$ cat src/sv/bmb_div.sv
`default_nettype none
// ---------------------------------------------------------------------------
// bmb_div
// Restoring divider, one quotient bit per cycle.
// ---------------------------------------------------------------------------
module bmb_div #(
  parameter int unsigned NUM_W = 16,
  parameter int unsigned DEN_W = 8
) (
  input  wire logic             clk_i,
  input  wire logic             rst_ni,
  input  wire logic             start_i,
  input  wire logic [NUM_W-1:0] num_i,
  input  wire logic [DEN_W-1:0] den_i,
  output logic                  done_o,
  output logic [NUM_W-1:0]      quo_o
);

  localparam int unsigned CNT_W = $clog2(NUM_W + 1);

  logic [NUM_W-1:0] num_q;
  logic [DEN_W-1:0] rem_q;
  logic [DEN_W-1:0] den_q;
  logic [CNT_W-1:0] cnt_q;
  logic             busy_q;
  logic             done_q;
  logic [DEN_W:0]   trial;
  logic             fits;

  assign trial = {rem_q, num_q[NUM_W-1]};
  assign fits  = trial >= {1'b0, den_q};

  always_ff @(posedge clk_i or negedge rst_ni) begin
    if (!rst_ni) begin
      busy_q <= 1'b0;
      done_q <= 1'b0;
      cnt_q  <= '0;
    end else begin
      done_q <= 1'b0;
      if (start_i) begin
        busy_q <= 1'b1;
        cnt_q  <= CNT_W'(NUM_W);
      end else if (busy_q) begin
        cnt_q <= cnt_q - CNT_W'(1);
        if (cnt_q == CNT_W'(1)) begin
          busy_q <= 1'b0;
          done_q <= 1'b1;
        end
      end
    end
  end

  always_ff @(posedge clk_i) begin
    if (start_i) begin
      num_q <= num_i;
      den_q <= den_i;
      rem_q <= '0;
    end else if (busy_q) begin
      num_q <= {num_q[NUM_W-2:0], fits};
      rem_q <= fits ? DEN_W'(trial - {1'b0, den_q}) : trial[DEN_W-1:0];
    end
  end

  assign done_o = done_q;
  assign quo_o  = num_q;

endmodule
`default_nettype wire

$ cat config.mk
export PLATFORM = sky130hd
export DESIGN_NAME = bmb_div
export DESIGN_NICKNAME = d
export VERILOG_FILES = /design/src/sv/bmb_div.sv
export SDC_FILE = /design/constraint.sdc
export NUM_CORES = 1
export LEC_CHECK = 0
export BUFFER_PORTS_ARGS = -buffer_cell sky130_fd_sc_hd__buf_2
export CAP_MARGIN = 20
export CORE_AREA = 4 4 71 67
export CTS_CLUSTER_DIAMETER = 80
export DETAILED_ROUTE_END_ITERATION = 8
export DIE_AREA = 0 0 75 71
export GPL_TIMING_DRIVEN = 0
export HOLD_SLACK_MARGIN = 0.08
export PLACE_DENSITY = 0.85
export SETUP_SLACK_MARGIN = 0.05
export SLEW_MARGIN = 20
export SYNTH_ARGS = -nofsm -noshare
export SYNTH_HDL_FRONTEND = slang
export SYNTH_SLANG_ARGS = --single-unit
$ cat constraint.sdc
create_clock -name clk_i -period 2.7 [get_ports clk_i]
set_input_delay 0.27 -clock clk_i [delete_from_list [all_inputs] [get_ports clk_i]]
set_output_delay 0.27 -clock clk_i [all_outputs]
set_load 0.005 [all_outputs]
### Word level (Yosys, flattened, before mapping)

Index checks and enable logic that the tools add are counted.

* bits in registers: 39
* input port bits: 27
* output and inout port bits: 17
* word-level logic and storage cells: 22

* add/sub/neg operators: 2
* $lt $le $gt $ge: 1
* equal/unequal tests: 1
* multiplexer cells: 11
* reduce and logical (&&, ||, !) cells: 1

Operator list (number)
* $mux 16: 2
* $mux 5: 2
* $ge 9x8->1: 1
* $mux 8: 1
* $sub 8x8->8: 1
* $mux 1: 6
* $eq 5x1->1 const B: 1
* $sub 5x1->5 const B: 1
* $reduce_bool 2->1: 1

### Depth between registers and ports, before layout

* depth in word-level cells: 4
* gate-level depth with buffers: 8
* depth with buffers taken out: 8

### Least setup slack after synthesis

No wires, ideal clock.

* path kind: reg2reg
* start: register num_q[15] (netlist: quo_o[15])
* end: register rem_q[6]
* setup time: 0.088 ns
* data arrival time: 1.971 ns
* required time: 2.612 ns
* slack: 0.641 ns
* stages on the path, launching flop included: 9
* buffers on the path: 0
* period minus slack after synthesis: 2.059 ns
* path through: edfxtp_1 inv_1 ha_1 fa_1 nand4b_1 a31oi_1 nor3_1 a211o_2 a311oi_2

* longest elaborated chain between the ends: 2
* elaborated cells between the ends (all ways): 3
* those cells by class: add/sub (1); order compare (1); mux (1)

Ends and longest elaborated chain
* from (decl): line 21 `logic [NUM_W-1:0] num_q;`
* from (signal assigned): line 55 `num_q <= num_i;`
* from (signal assigned): line 59 `num_q <= {num_q[NUM_W-2:0], fits};`
* $sub 8x8->8 or $ge 9x8->1 (tied branches): line 60, 31
* $mux 8 (*): line 60 `rem_q <= fits ? DEN_W'(trial - {1'b0, den_q}) : trial[DEN_W-1:0];`
* to (signal assigned): line 60
* to (decl): line 22 `logic [DEN_W-1:0] rem_q;`

Mark *: on every way between the ends. The rest lies on a longest branch, timed or not.
A chain may end at the register's enable or synchronous reset.

### Final worst setup path

Same ends and word-level chain as after synthesis.

==> results.sh <==
export IMPL_status="finished, final reports clean"
export IMPL_ant_nets=0
export IMPL_slowest_stage="fa_1"
export IMPL_rows=22
export IMPL_io_buffers=43
export IMPL_relSlewSlack_pct=57.1
export IMPL_grt_setup_unrepaired="no"
export IMPL_clock_sinks=39
export IMPL_fin_total_pwr_mw=2.19
export IMPL_maxCapViolations=0
export IMPL_skew_ns=0.00465
export IMPL_clk_latency_ns=0.29
export IMPL_synth_area_per_cell_sq_um=12.1
export IMPL_placed_area_sq_mm=0.00237
export IMPL_antenna_found_initial=0
export IMPL_start_util_pct=52.6
export IMPL_cts_max_level=2
export IMPL_fin_nets=263
export IMPL_async_flop_share_pct=17.9
export IMPL_hp_class="primary input to flip-flop"
export IMPL_worstSetupEndpointType="flip-flop"
export IMPL_crit_buf_inv=1
export IMPL_cts_resized=0
export IMPL_ys_warn_count=0
export IMPL_crit_chain="inv_1 -> ha_1 -> fa_1 -> nand4b_1 -> a31oi_1 -> nor3_1 -> a211o_2 -> a311oi_2"
export IMPL_cts_hold_buf=1
export IMPL_num_vias=1497
export IMPL_fin_crit_ns=2.28
export IMPL_synth_common_cells="edfxtp_1 (24), inv_1 (15), mux2_2 (15)"
export IMPL_track_usage_pct=18.1
export IMPL_critPathMaxStageDelay_ns=0.43
export IMPL_globalRouteOverflowTotal=0
export IMPL_synth_cells=174
export IMPL_drt_iter0_drc=117
export IMPL_post_cts_buffers=0
export IMPL_fmax_ghz=0.438
export IMPL_worstRegToRegCells=8
export IMPL_die_height_um=71
export IMPL_crit_required_ns=2.90
export IMPL_start_kind="flip-flop"
export IMPL_yosysUniqueCellTypes=42
export IMPL_r2r_end="rem_q[6]"
export IMPL_fin_crit_sh_pct=84.6
export IMPL_routabilityCongestion=0.826
export IMPL_min_from="den_i[7]"
export IMPL_finalCoreUtilization_pct=63.1
export IMPL_slew_violations=0
export IMPL_holdPathStages=1
export IMPL_synth_top_area_share_pct=34.3
export IMPL_cts_tree="built"
export IMPL_design_area_sq_mm=0.00252
export IMPL_drc=0
export IMPL_areaGrowthSynthToFinish_pct=19.9
export IMPL_antenna_cells=0
export IMPL_drt_total_wl_um=4300
export IMPL_ir_drop_mv=0.568
export IMPL_viasPerCell=5.46
export IMPL_reg2reg_slack_ns=0.42
export IMPL_reg2reg_from="quo_o[15]"
export IMPL_wl_per_cell_um=15.7
export IMPL_critical_path_class="flip-flop to flip-flop"
export IMPL_power_density_mw_per_mm2=871
export IMPL_setup_tns_ns=0
export IMPL_cts_made_buffers=5
export IMPL_crit_fanout=3
export IMPL_post_synth_top_count_cell="edfxtp_1"
export IMPL_drive_gt1_share_pct=37.6
export IMPL_firstDrtPassIters=4
export IMPL_critPathArrivalTime_ns=2.49
export IMPL_synth_area_leaders="edfxtp_1 (34%), dfrtp_1 (8.3%), mux2_2 (8.0%), dfxtp_1 (7.6%), ha_1 (6.0%)"
export IMPL_die_area_sq_mm=0.00533
export IMPL_synth_ff_type="edfxtp_1"
export IMPL_netlist_area_sq_mm=0.00210
export IMPL_setup_violations=0
export IMPL_clkTransAtPathRegs_ns=0.08
export IMPL_grt_max_degree=17
export IMPL_cts_root_buffer="clkbuf_8"
export IMPL_ys_ff_latch=39
export IMPL_tightest_slew_ns=0.644
export IMPL_hpwl_um=3170
export IMPL_die_x_um=75
export IMPL_coreArea_sq_mm=0.00399
export IMPL_cts_path_max_buffers=2
export IMPL_grt_pass1_wl_um=7270
export IMPL_grt_pass1_vias=1501
export IMPL_leakagePower_nw=1.07
export IMPL_synth_top_cell_by_area="edfxtp_1"
export IMPL_synth_edf_count=24
export IMPL_synthesis_nets=212
export IMPL_ios=44
export IMPL_hold_end="den_q[7]"
export IMPL_timing_hold_ws_ns=0.151
export IMPL_crit_family="compound AO/OA/AOI/OAI gates"
export IMPL_hold_viol_final=0
export IMPL_seq_area_frac_synth_pct=50.3
==> state kept, by name (all words and copies together), names as in the netlist <==
register,count
busy_q,1
quo_o,16
den_q,8
cnt_q,5
rem_q,8
done_o,1
==> routing by layer <==
metal  global-route usage (%)  routed length [um]
met1                     23.7                1750
met2                     28.6                2220
met3                     4.83                 247
met4                     6.32                  85
met5                        0                   0
==> layout make-up <==
type                    count  area (sq um)
flip-flops and latches     39          1060
well taps                  48          60.1
plain buffers               8          45.0
repair buffers             44           225
multi-input cells         112           942
inverters                  15          56.3
clock inverters             2          60.1
fillers                   303          1470
clock buffers               6          72.6
==> worst max path at each step <==
stage | cells past startpoint | to | start | slack [ns]
after floorplan | 8 | rem_q[6] | quo_o[15] | 0.64
after global placement | 8 | rem_q[6] | quo_o[15] | 0.53
after detailed placement | 8 | rem_q[6] | quo_o[15] | 0.47
after CTS | 8 | rem_q[6] | quo_o[15] | 0.42
after global routing | 8 | rem_q[6] | quo_o[15] | 0.30
final | 8 | rem_q[6] | quo_o[15] | 0.42
==> kinds of logic (layout without fill, tap and decap cells) <==
| group | Yosys count | in the layout | share of synthesized area (%) |
|---|---|---|---|
| xor gates and xnor gates | 8 | 8 | 3.34 |
| and+or+nand+nor | 43 | 43 | 11.3 |
| muxes | 16 | 16 | 8.52 |
| AOI/OAI and AO/OA | 34 | 34 | 14.8 |
| DFF | 39 | 39 | 50.3 |
| buffers and inverters | 23 | 75 | 4.83 |
| adders and majority gates | 11 | 11 | 6.91 |
==> through the flow <==
stage,std cells,setup WS [ns]
final,274,0.417
after global routing,274,0.300
after CTS,274,0.415
after detailed placement,265,0.466
after global placement,265,0.528
after floorplan,174,0.641
==> where the power goes <==
part           total (mW)  internal (mW)  switching (mW)  leakage, nW
registers           0.868          0.776          0.0926        0.398
clock network       0.569          0.369           0.199       0.0654
logic               0.755          0.373           0.382        0.610
total                2.19           1.52           0.674         1.07
==> placed cells by master (no fill, tap or decap), types with 4 or more instances in the layout <==
master and instances:
buf_2 43, nand2_1 5, edfxtp_1 24, a311oi_2 5, nand2b_1 4, nand3_1 6, mux2_2 15, clkbuf_8 5
xnor2_1 6, dfrtp_1 7, ha_1 10, inv_1 15, dfxtp_1 8, a21oi_1 5, clkbuf_1 4, a21o_1 5
nor2_1 13
No activity file was read; power rests on OpenSTA's default activity.
